--- src/rtl/core/cfci_pkg.sv ---
// ---------------------------------------------------------------------------
// cfci_pkg
// Shared widths, face codes and types for the cube face cell index block.
// ---------------------------------------------------------------------------
package cfci_pkg;

    localparam int DIR_W  = 16;   // signed direction component
    localparam int MAG_W  = 16;   // magnitude, up to 32768
    localparam int SUM_W  = 17;   // c + m and 2m, up to 65536
    localparam int GRID_W = 4;
    localparam int IDX_W  = 9;
    localparam int FACE_W = 3;
    localparam int CELL_W = 3;

    localparam int MAX_GRID_DEF = 8;

    localparam logic [GRID_W-1:0] GRID_RESET = 4'd3;

    localparam logic [FACE_W-1:0] FACE_NEG_X = 3'd0;
    localparam logic [FACE_W-1:0] FACE_POS_X = 3'd1;
    localparam logic [FACE_W-1:0] FACE_NEG_Y = 3'd2;
    localparam logic [FACE_W-1:0] FACE_POS_Y = 3'd3;
    localparam logic [FACE_W-1:0] FACE_NEG_Z = 3'd4;
    localparam logic [FACE_W-1:0] FACE_POS_Z = 3'd5;

    typedef struct packed {
        logic [FACE_W-1:0] face;
        logic              zero;
    } side_t;

endpackage

--- src/rtl/core/cfci_if.sv ---
// ---------------------------------------------------------------------------
// cfci_if
// Valid/ready channels: direction items in, cell items out.
// ---------------------------------------------------------------------------
interface cfci_dir_if;
    import cfci_pkg::*;

    logic                    valid;
    logic                    ready;
    logic signed [DIR_W-1:0] dir_x;
    logic signed [DIR_W-1:0] dir_y;
    logic signed [DIR_W-1:0] dir_z;

    modport source (output valid, output dir_x, output dir_y, output dir_z, input ready);
    modport sink   (input valid, input dir_x, input dir_y, input dir_z, output ready);
endinterface

interface cfci_cell_if;
    import cfci_pkg::*;

    logic              valid;
    logic              ready;
    logic [IDX_W-1:0]  cell_index;
    logic [FACE_W-1:0] face;
    logic [CELL_W-1:0] cell_x;
    logic [CELL_W-1:0] cell_y;
    logic              zero_vector;

    modport source (output valid, output cell_index, output face, output cell_x,
                    output cell_y, output zero_vector, input ready);
    modport sink   (input valid, input cell_index, input face, input cell_x,
                    input cell_y, input zero_vector, output ready);
endinterface

--- src/rtl/core/cfci_select.sv ---
// ---------------------------------------------------------------------------
// cfci_select
// Major axis pick, face, minor components, then scaled numerators (c+m)*N
// and divisor 2m. Two register stages.
// ---------------------------------------------------------------------------
module cfci_select #(
    parameter int MAX_GRID = cfci_pkg::MAX_GRID_DEF,
    localparam int NW = $clog2(MAX_GRID + 1),
    localparam int RW = cfci_pkg::SUM_W + NW
) (
    input  logic                         clk,
    input  logic                         rst_n,
    input  logic [cfci_pkg::GRID_W-1:0]  grid_size,
    cfci_dir_if.sink                     dir_chan,
    output logic                         out_valid,
    input  logic                         out_ready,
    output cfci_pkg::side_t              out_side,
    output logic [NW-1:0]                out_n,
    output logic [cfci_pkg::SUM_W-1:0]   out_div,
    output logic [RW-1:0]                out_num1,
    output logic [RW-1:0]                out_num2
);
    import cfci_pkg::*;

    logic [MAG_W-1:0]        ax, ay, az;
    logic signed [DIR_W:0]   x_ext, y_ext, z_ext;
    logic [NW-1:0]           a_n_next;
    logic [MAG_W-1:0]        a_m_next;
    logic signed [DIR_W-1:0] a_c1_next, a_c2_next;
    side_t                   a_side_next;

    logic                    a_valid_reg;
    side_t                   a_side_reg;
    logic [NW-1:0]           a_n_reg;
    logic [MAG_W-1:0]        a_m_reg;
    logic signed [DIR_W-1:0] a_c1_reg, a_c2_reg;
    logic                    a_ready;

    logic [SUM_W:0]          s1_wide, s2_wide;
    logic [RW-1:0]           b_num1_next, b_num2_next;
    logic [SUM_W-1:0]        b_div_next;

    logic                    b_valid_reg;
    side_t                   b_side_reg;
    logic [NW-1:0]           b_n_reg;
    logic [SUM_W-1:0]        b_div_reg;
    logic [RW-1:0]           b_num1_reg, b_num2_reg;
    logic                    b_ready;

    // stage A
    always_comb
    begin
        x_ext = {dir_chan.dir_x[DIR_W-1], dir_chan.dir_x};
        y_ext = {dir_chan.dir_y[DIR_W-1], dir_chan.dir_y};
        z_ext = {dir_chan.dir_z[DIR_W-1], dir_chan.dir_z};
        ax = x_ext[DIR_W] ? MAG_W'(-x_ext) : MAG_W'(x_ext);
        ay = y_ext[DIR_W] ? MAG_W'(-y_ext) : MAG_W'(y_ext);
        az = z_ext[DIR_W] ? MAG_W'(-z_ext) : MAG_W'(z_ext);

        if (grid_size == '0)
        begin
            a_n_next = NW'(1);
        end
        else if (int'(grid_size) > MAX_GRID)
        begin
            a_n_next = NW'(MAX_GRID);
        end
        else
        begin
            a_n_next = NW'(grid_size);
        end

        a_side_next.zero = (ax == '0) && (ay == '0) && (az == '0);
        if (ax >= ay && ax >= az)
        begin
            a_m_next         = ax;
            a_side_next.face = dir_chan.dir_x[DIR_W-1] ? FACE_NEG_X : FACE_POS_X;
            a_c1_next        = dir_chan.dir_y;
            a_c2_next        = dir_chan.dir_z;
        end
        else if (ay >= az)
        begin
            a_m_next         = ay;
            a_side_next.face = dir_chan.dir_y[DIR_W-1] ? FACE_NEG_Y : FACE_POS_Y;
            a_c1_next        = dir_chan.dir_z;
            a_c2_next        = dir_chan.dir_x;
        end
        else
        begin
            a_m_next         = az;
            a_side_next.face = dir_chan.dir_z[DIR_W-1] ? FACE_NEG_Z : FACE_POS_Z;
            a_c1_next        = dir_chan.dir_x;
            a_c2_next        = dir_chan.dir_y;
        end
    end

    assign a_ready        = !a_valid_reg || b_ready;
    assign dir_chan.ready = a_ready;

    always_ff @(posedge clk or negedge rst_n)
    begin
        if (!rst_n)
        begin
            a_valid_reg <= 1'b0;
        end
        else if (a_ready)
        begin
            a_valid_reg <= dir_chan.valid;
        end
    end

    always_ff @(posedge clk)
    begin
        if (dir_chan.valid && a_ready)
        begin
            a_side_reg <= a_side_next;
            a_n_reg    <= a_n_next;
            a_m_reg    <= a_m_next;
            a_c1_reg   <= a_c1_next;
            a_c2_reg   <= a_c2_next;
        end
    end

    // stage B: c + m lies in [0, 2m]
    always_comb
    begin
        s1_wide     = (SUM_W+1)'(signed'(a_c1_reg)) + (SUM_W+1)'(a_m_reg);
        s2_wide     = (SUM_W+1)'(signed'(a_c2_reg)) + (SUM_W+1)'(a_m_reg);
        b_num1_next = RW'(s1_wide[SUM_W-1:0]) * RW'(a_n_reg);
        b_num2_next = RW'(s2_wide[SUM_W-1:0]) * RW'(a_n_reg);
        b_div_next  = {a_m_reg, 1'b0};
    end

    assign b_ready = !b_valid_reg || out_ready;

    always_ff @(posedge clk or negedge rst_n)
    begin
        if (!rst_n)
        begin
            b_valid_reg <= 1'b0;
        end
        else if (b_ready)
        begin
            b_valid_reg <= a_valid_reg;
        end
    end

    always_ff @(posedge clk)
    begin
        if (a_valid_reg && b_ready)
        begin
            b_side_reg <= a_side_reg;
            b_n_reg    <= a_n_reg;
            b_div_reg  <= b_div_next;
            b_num1_reg <= b_num1_next;
            b_num2_reg <= b_num2_next;
        end
    end

    assign out_valid = b_valid_reg;
    assign out_side  = b_side_reg;
    assign out_n     = b_n_reg;
    assign out_div   = b_div_reg;
    assign out_num1  = b_num1_reg;
    assign out_num2  = b_num2_reg;

endmodule

--- src/rtl/core/cfci_div_cell.sv ---
// ---------------------------------------------------------------------------
// cfci_div_cell
// One restoring-division cell: settles quotient bit BIT of both cell
// coordinates and passes the partial remainders to the next cell.
// ---------------------------------------------------------------------------
module cfci_div_cell #(
    parameter int MAX_GRID = cfci_pkg::MAX_GRID_DEF,
    parameter int BIT      = 0,
    localparam int NW = $clog2(MAX_GRID + 1),
    localparam int RW = cfci_pkg::SUM_W + NW
) (
    input  logic                        clk,
    input  logic                        rst_n,
    input  logic                        in_valid,
    output logic                        in_ready,
    input  cfci_pkg::side_t             in_side,
    input  logic [NW-1:0]               in_n,
    input  logic [cfci_pkg::SUM_W-1:0]  in_div,
    input  logic [RW-1:0]               in_rem1,
    input  logic [RW-1:0]               in_rem2,
    input  logic [NW-1:0]               in_q1,
    input  logic [NW-1:0]               in_q2,
    output logic                        out_valid,
    input  logic                        out_ready,
    output cfci_pkg::side_t             out_side,
    output logic [NW-1:0]               out_n,
    output logic [cfci_pkg::SUM_W-1:0]  out_div,
    output logic [RW-1:0]               out_rem1,
    output logic [RW-1:0]               out_rem2,
    output logic [NW-1:0]               out_q1,
    output logic [NW-1:0]               out_q2
);
    import cfci_pkg::*;

    logic [RW-1:0]    shifted;
    logic             ge1, ge2;
    logic [RW-1:0]    rem1_next, rem2_next;
    logic [NW-1:0]    q1_next, q2_next;

    logic             valid_reg;
    side_t            side_reg;
    logic [NW-1:0]    n_reg;
    logic [SUM_W-1:0] div_reg;
    logic [RW-1:0]    rem1_reg, rem2_reg;
    logic [NW-1:0]    q1_reg, q2_reg;

    always_comb
    begin
        shifted   = RW'(in_div) << BIT;
        ge1       = in_rem1 >= shifted;
        ge2       = in_rem2 >= shifted;
        rem1_next = ge1 ? in_rem1 - shifted : in_rem1;
        rem2_next = ge2 ? in_rem2 - shifted : in_rem2;
        q1_next      = in_q1;
        q1_next[BIT] = ge1;
        q2_next      = in_q2;
        q2_next[BIT] = ge2;
    end

    assign in_ready = !valid_reg || out_ready;

    always_ff @(posedge clk or negedge rst_n)
    begin
        if (!rst_n)
        begin
            valid_reg <= 1'b0;
        end
        else if (in_ready)
        begin
            valid_reg <= in_valid;
        end
    end

    always_ff @(posedge clk)
    begin
        if (in_valid && in_ready)
        begin
            side_reg <= in_side;
            n_reg    <= in_n;
            div_reg  <= in_div;
            rem1_reg <= rem1_next;
            rem2_reg <= rem2_next;
            q1_reg   <= q1_next;
            q2_reg   <= q2_next;
        end
    end

    assign out_valid = valid_reg;
    assign out_side  = side_reg;
    assign out_n     = n_reg;
    assign out_div   = div_reg;
    assign out_rem1  = rem1_reg;
    assign out_rem2  = rem2_reg;
    assign out_q1    = q1_reg;
    assign out_q2    = q2_reg;

endmodule

--- src/rtl/core/cfci_assemble.sv ---
// ---------------------------------------------------------------------------
// cfci_assemble
// Clamps the quotients to N-1, forms the linear index and holds the
// result item in the output register.
// ---------------------------------------------------------------------------
module cfci_assemble #(
    parameter int MAX_GRID = cfci_pkg::MAX_GRID_DEF,
    localparam int NW = $clog2(MAX_GRID + 1),
    localparam int IW = cfci_pkg::FACE_W + 2 * NW + 1
) (
    input  logic            clk,
    input  logic            rst_n,
    input  logic            in_valid,
    output logic            in_ready,
    input  cfci_pkg::side_t in_side,
    input  logic [NW-1:0]   in_n,
    input  logic [NW-1:0]   in_q1,
    input  logic [NW-1:0]   in_q2,
    cfci_cell_if.source     result
);
    import cfci_pkg::*;

    logic [NW-1:0]     cx, cy;
    logic [IW-1:0]     idx_full;
    logic [IDX_W-1:0]  idx_next;
    logic [FACE_W-1:0] face_next;
    logic [CELL_W-1:0] cell_x_next, cell_y_next;

    logic              valid_reg;
    logic [IDX_W-1:0]  idx_reg;
    logic [FACE_W-1:0] face_reg;
    logic [CELL_W-1:0] cell_x_reg, cell_y_reg;
    logic              zero_reg;

    always_comb
    begin
        cx = (in_q1 >= in_n) ? in_n - NW'(1) : in_q1;
        cy = (in_q2 >= in_n) ? in_n - NW'(1) : in_q2;
        idx_full = IW'(in_side.face) * IW'(in_n) * IW'(in_n)
                 + IW'(cx) + IW'(in_n) * IW'(cy);
        if (in_side.zero)
        begin
            idx_next    = '0;
            face_next   = '0;
            cell_x_next = '0;
            cell_y_next = '0;
        end
        else
        begin
            idx_next    = IDX_W'(idx_full);
            face_next   = in_side.face;
            cell_x_next = CELL_W'(cx);
            cell_y_next = CELL_W'(cy);
        end
    end

    assign in_ready = !valid_reg || result.ready;

    always_ff @(posedge clk or negedge rst_n)
    begin
        if (!rst_n)
        begin
            valid_reg <= 1'b0;
        end
        else if (in_ready)
        begin
            valid_reg <= in_valid;
        end
    end

    always_ff @(posedge clk)
    begin
        if (in_valid && in_ready)
        begin
            idx_reg    <= idx_next;
            face_reg   <= face_next;
            cell_x_reg <= cell_x_next;
            cell_y_reg <= cell_y_next;
            zero_reg   <= in_side.zero;
        end
    end

    assign result.valid       = valid_reg;
    assign result.cell_index  = idx_reg;
    assign result.face        = face_reg;
    assign result.cell_x      = cell_x_reg;
    assign result.cell_y      = cell_y_reg;
    assign result.zero_vector = zero_reg;

endmodule

--- src/rtl/core/cube_face_cell_index.sv ---
// ---------------------------------------------------------------------------
// cube_face_cell_index
// Cube map face selection and exact cell coordinates for a direction vector.
// ---------------------------------------------------------------------------
//  port       kind               item
//  dir_chan   valid/ready sink   dir_x, dir_y, dir_z
//  result     valid/ready source cell_index, face, cell_x, cell_y, zero_vector
//  cfg_we     write strobe       cfg_wdata -> grid_size
//
//  One item per cycle unless a held result backs up the pipe; items pass
//  select, the chain of division cells (one quotient bit per cell), assemble.
//  Each stage has its own valid; ready ripples back stage by stage, so
//  bubbles close up and a held result stalls the input only once every
//  stage holds an item (7 items at MAX_GRID 8).
//  Reset clears all stage valids and sets grid_size to 3.
// ---------------------------------------------------------------------------
module cube_face_cell_index #(
    parameter int MAX_GRID = cfci_pkg::MAX_GRID_DEF
) (
    input  logic                        clk,
    input  logic                        rst_n,
    input  logic                        cfg_we,
    input  logic [cfci_pkg::GRID_W-1:0] cfg_wdata,
    cfci_dir_if.sink                    dir_chan,
    cfci_cell_if.source                 result
);
    import cfci_pkg::*;

    localparam int NW = $clog2(MAX_GRID + 1);
    localparam int RW = SUM_W + NW;

    logic [GRID_W-1:0] grid_size_reg;

    logic             valid_c [0:NW];
    logic             ready_c [0:NW];
    side_t            side_c  [0:NW];
    logic [NW-1:0]    n_c     [0:NW];
    logic [SUM_W-1:0] div_c   [0:NW];
    logic [RW-1:0]    rem1_c  [0:NW];
    logic [RW-1:0]    rem2_c  [0:NW];
    logic [NW-1:0]    q1_c    [0:NW];
    logic [NW-1:0]    q2_c    [0:NW];

    always_ff @(posedge clk or negedge rst_n)
    begin
        if (!rst_n)
        begin
            grid_size_reg <= GRID_RESET;
        end
        else if (cfg_we)
        begin
            grid_size_reg <= cfg_wdata;
        end
    end

    cfci_select #(.MAX_GRID(MAX_GRID)) u_select (
        .clk       (clk),
        .rst_n     (rst_n),
        .grid_size (grid_size_reg),
        .dir_chan  (dir_chan),
        .out_valid (valid_c[0]),
        .out_ready (ready_c[0]),
        .out_side  (side_c[0]),
        .out_n     (n_c[0]),
        .out_div   (div_c[0]),
        .out_num1  (rem1_c[0]),
        .out_num2  (rem2_c[0])
    );

    assign q1_c[0] = '0;
    assign q2_c[0] = '0;

    for (genvar i = 0; i < NW; i++)
    begin : g_cell
        cfci_div_cell #(.MAX_GRID(MAX_GRID), .BIT(NW - 1 - i)) u_cell (
            .clk       (clk),
            .rst_n     (rst_n),
            .in_valid  (valid_c[i]),
            .in_ready  (ready_c[i]),
            .in_side   (side_c[i]),
            .in_n      (n_c[i]),
            .in_div    (div_c[i]),
            .in_rem1   (rem1_c[i]),
            .in_rem2   (rem2_c[i]),
            .in_q1     (q1_c[i]),
            .in_q2     (q2_c[i]),
            .out_valid (valid_c[i+1]),
            .out_ready (ready_c[i+1]),
            .out_side  (side_c[i+1]),
            .out_n     (n_c[i+1]),
            .out_div   (div_c[i+1]),
            .out_rem1  (rem1_c[i+1]),
            .out_rem2  (rem2_c[i+1]),
            .out_q1    (q1_c[i+1]),
            .out_q2    (q2_c[i+1])
        );
    end

    cfci_assemble #(.MAX_GRID(MAX_GRID)) u_assemble (
        .clk      (clk),
        .rst_n    (rst_n),
        .in_valid (valid_c[NW]),
        .in_ready (ready_c[NW]),
        .in_side  (side_c[NW]),
        .in_n     (n_c[NW]),
        .in_q1    (q1_c[NW]),
        .in_q2    (q2_c[NW]),
        .result   (result)
    );

`ifndef ASSERT_OFF
    // zero vector carries all-zero fields
    a_zero_fields: assert property (@(posedge clk) disable iff (!rst_n)
        result.valid && result.zero_vector |->
            result.cell_index == '0 && result.face == FACE_NEG_X
            && result.cell_x == '0 && result.cell_y == '0)
        else $error("zero vector item with nonzero fields");

    // face code stays within the six faces
    a_face_range: assert property (@(posedge clk) disable iff (!rst_n)
        result.valid |-> result.face <= FACE_POS_Z)
        else $error("face code out of range");

    // input stalls only when the pipe is full behind a held result
    a_stall_cause: assert property (@(posedge clk) disable iff (!rst_n)
        !dir_chan.ready |-> result.valid && !result.ready)
        else $error("input stalled with output free");
`endif

endmodule
--- src/flat_wrapper.sv ---
// flat-port wrapper written by rule: the top's interface ports become plain ports
module cube_face_cell_index_flat import cfci_pkg::*;
#(
    parameter int MAX_GRID = cfci_pkg::MAX_GRID_DEF
)
  (clk, rst_n, cfg_we, cfg_wdata, dir_chan_valid, dir_chan_dir_x, dir_chan_dir_y, dir_chan_dir_z, dir_chan_ready, result_valid, result_cell_index, result_face, result_cell_x, result_cell_y, result_zero_vector, result_ready);
  cfci_dir_if dir_chan_i ();
  cfci_cell_if result_i ();
  input  logic clk;
  input  logic rst_n;
  input  logic cfg_we;
  input  logic [cfci_pkg::GRID_W-1:0] cfg_wdata;
  input wire logic [$bits(dir_chan_i.valid)-1:0] dir_chan_valid;
  input wire logic [$bits(dir_chan_i.dir_x)-1:0] dir_chan_dir_x;
  input wire logic [$bits(dir_chan_i.dir_y)-1:0] dir_chan_dir_y;
  input wire logic [$bits(dir_chan_i.dir_z)-1:0] dir_chan_dir_z;
  output wire logic [$bits(dir_chan_i.ready)-1:0] dir_chan_ready;
  output wire logic [$bits(result_i.valid)-1:0] result_valid;
  output wire logic [$bits(result_i.cell_index)-1:0] result_cell_index;
  output wire logic [$bits(result_i.face)-1:0] result_face;
  output wire logic [$bits(result_i.cell_x)-1:0] result_cell_x;
  output wire logic [$bits(result_i.cell_y)-1:0] result_cell_y;
  output wire logic [$bits(result_i.zero_vector)-1:0] result_zero_vector;
  input wire logic [$bits(result_i.ready)-1:0] result_ready;
  assign dir_chan_i.valid = dir_chan_valid;
  assign dir_chan_i.dir_x = dir_chan_dir_x;
  assign dir_chan_i.dir_y = dir_chan_dir_y;
  assign dir_chan_i.dir_z = dir_chan_dir_z;
  assign dir_chan_ready = dir_chan_i.ready;
  assign result_valid = result_i.valid;
  assign result_cell_index = result_i.cell_index;
  assign result_face = result_i.face;
  assign result_cell_x = result_i.cell_x;
  assign result_cell_y = result_i.cell_y;
  assign result_zero_vector = result_i.zero_vector;
  assign result_i.ready = result_ready;
  cube_face_cell_index #(.MAX_GRID(MAX_GRID)) u_core (.clk(clk), .rst_n(rst_n), .cfg_we(cfg_we), .cfg_wdata(cfg_wdata), .dir_chan(dir_chan_i), .result(result_i));
endmodule
--- config.mk ---
export PLATFORM = sky130hd
export DESIGN_NAME = cube_face_cell_index_flat
export DESIGN_NICKNAME = d
export VERILOG_FILES = /design/src/rtl/core/cfci_pkg.sv /design/src/rtl/core/cfci_if.sv /design/src/rtl/core/cfci_select.sv /design/src/rtl/core/cfci_div_cell.sv /design/src/rtl/core/cfci_assemble.sv /design/src/rtl/core/cube_face_cell_index.sv /design/src/flat_wrapper.sv
export SDC_FILE = /design/constraint.sdc
export NUM_CORES = 1
export LEC_CHECK = 0
export ABC_AREA = 1
export BUFFER_PORTS_ARGS = -buffer_cell sky130_fd_sc_hd__buf_2
export CELL_PAD_IN_SITES_DETAIL_PLACEMENT = 0
export CELL_PAD_IN_SITES_GLOBAL_PLACEMENT = 1
export CORE_AREA = 2 2 253 305
export DETAILED_ROUTE_END_ITERATION = 8
export DIE_AREA = 0 0 255 307
export GPL_TIMING_DRIVEN = 0
export PLACE_DENSITY = 0.85
export SKIP_LAST_GASP = 1
export SLEW_MARGIN = 10
export SYNTH_ARGS = -nofsm -noshare
export SYNTH_HDL_FRONTEND = slang
export SYNTH_HIERARCHICAL = 1
export SYNTH_SLANG_ARGS = --single-unit
--- constraint.sdc ---
create_clock -name clk -period 8.27 [get_ports clk]
set_input_delay 0.4135 -clock clk [delete_from_list [all_inputs] [get_ports clk]]
set_output_delay 0.4135 -clock clk [all_outputs]
set_load 0.02 [all_outputs]
==> flow_metrics.tcl <==
set metrics [dict create \
    status "completed" \
    max_freq_ghz 0.171 \
    areaGrowthSynthToFinish_pct 9.88 \
    end_kind "flip-flop" \
    dr.pass1.iters 5 \
    crit_path_top_delay_cell "fa_1" \
    cts_buffers 44 \
    die_w_um 255 \
    min_period_ns 5.84 \
    grt_max_degree 43 \
    hold_buffers 1 \
    die_area_um2 78300 \
    rows 111 \
    clock_sinks 381 \
    io_buffers 74 \
    fin_crit_sh_pct 70.6 \
    clkTransAtPathRegs_ns 0.06 \
    critical_path.startpoint_type "flip-flop" \
    worstHoldStart "cfg_wdata[1]" \
    drc 0 \
    dieHeight_um 307 \
    drv_slew 0 \
    grtUsageTotal_pct 24.9 \
    vias 28702 \
    drt_iter0_markers 1336 \
    worst_clock_skew_ns 0.0138 \
    crit_start "u_core/g_cell[3].u_cell/out_n[0]" \
    gp_congestion 0.963 \
    drive_above_1_share_pct 9.03 \
    antenna_cells 0 \
    syn_area_per_cell_um2 7.35 \
    drtAntennaViolNets 0 \
    finalHoldViolCount 0 \
    critPathRequiredTime_ns 8.61 \
    syn_inst 4691 \
    vias_per_cell 4.88 \
    clk_latency_ns 0.59 \
    clockBufferDepth 3 \
    maxCapViolCount 0 \
    postCtsSetupRepairBufs 0 \
    min_path_type "primary input to flip-flop" \
    grt_pass1_wl_um 151000 \
    routed_wl_um 95600 \
    ctsRootBufferMaster "clkbuf_16" \
    timing.rr.start "u_core/g_cell[3].u_cell/out_n[0]" \
    ios 78 \
    setup-tns-final_ns 0 \
    setup_viol 0 \
    synth_fp_nets 5157 \
    worst-setup-path-type "flip-flop to flip-flop" \
    cp_max_fo 9 \
    antenna_found_initial 0 \
    synth_warnings 6 \
    crit_chain "buf_6 -> nand2_1 -> fa_1 -> inv_1 -> ha_1 -> fa_1 -> xnor2_1 -> nor2_1 -> ha_1 -> inv_1 -> fa_1 -> inv_1 -> fa_1 -> inv_1 -> fa_1 -> inv_1 -> ha_1 -> a21oi_1 -> o21ai_0 -> a21oi_1 -> nand3_1 -> a21oi_1 -> nor2_1" \
    start_util_pct 45.5 \
    syn-cell-area_um2 34500 \
    wl_per_cell_um 16.3 \
    grt_pass1_vias 28550 \
    nNetsFinal 5290 \
    detailed_place_hpwl_um 81200 \
    slew_headroom_pct 44.4 \
    worstMarginPinSlew_ns 0.825 \
    coreArea_um2 75700 \
    cts_tree "yes" \
    cts.htree.levels 2 \
    cp_data_arrival_time_ns 6.18 \
    grt_setup_unrepaired "false" \
    cpPeakStageDelay_ns 0.53 \
    grt_overflow_total 0 \
    postCtsResizedCells 0 \
]
## path summary, 6_finish.rpt
kind                                                          endpoint  slack (ns)  cells after the start
worst max-delay path            u_core/u_assemble/result.cell_index[8]        2.43                     23
worst min-delay path                           u_core/grid_size_reg[1]        0.03                      3
worst max register to register  u_core/u_assemble/result.cell_index[8]        2.43                     23
worst min register to register        u_core/g_cell[3].u_cell/out_n[0]        0.41                      0
max in group asynchronous                      u_core/grid_size_reg[0]        7.77                      2
min in group asynchronous            u_core/g_cell[3].u_cell/out_valid        0.23                      2
## layer usage
layer	vias to the layer above	global-route usage (%)	share of wire, %
met5	-	0	0
met4	0	14.3	6.6
met3	220	2.67	3.3
met2	560	46.8	52
met1	12940	26.8	39
li1	14982	-	-
## critical path: cells and delay by family, from the launching register on
| family | cells | cell delay [ns] |
|---|---|---|
| AO/OA/AOI/OAI | 4 | 0.73 |
| adder cells (fa/ha/maj) | 8 | 3.27 |
| XOR/XNOR | 1 | 0.35 |
| AND/OR/NAND/NOR | 4 | 0.37 |
| flip-flops | 1 | 0.46 |
| buffers and inverters | 6 | 0.41 |
## layout by cell type (no fill, tap or decap), types with 30 or more instances in the layout
cell type	instances
inv_2	30
o21ai_1	44
a21oi_1	138
nand4_1	32
nor3_1	34
nand3_1	222
fa_1	99
inv_1	843
xor2_1	76
ha_1	310
nor2_1	371
edfxtp_1	370
clkbuf_16	45
o21ai_0	70
buf_2	88
nand2_2	84
nand2_1	1661
## layout make-up
class | count | area (µm²)
inverter | 884 | 3330
fill | 7544 | 37800
sequential | 381 | 11400
tap | 1017 | 1270
clock inverter | 31 | 293
clock buffer | 50 | 1150
timing repair buffer | 87 | 633
buffer | 68 | 489
multi-input combinational | 3358 | 19300
## stage by stage
stage	util [%]	cells	setup WS, ns	instance area [µm²]	hold WS [ns]
final	50.0	5876	2.43	37900	0.0350
after floorplan	-	4691	3.01	34500	0.118
after CTS	50.0	5876	2.41	37900	0.00439
after detailed placement	48.1	5794	2.45	36400	0.299
after global placement	47.7	5782	1.63	36100	0.291
after global routing	50.0	5876	2.08	37900	0.0352
Power is not shown: default switching activity piles up to over one toggle a cycle in this logic, so the estimate is an artifact.
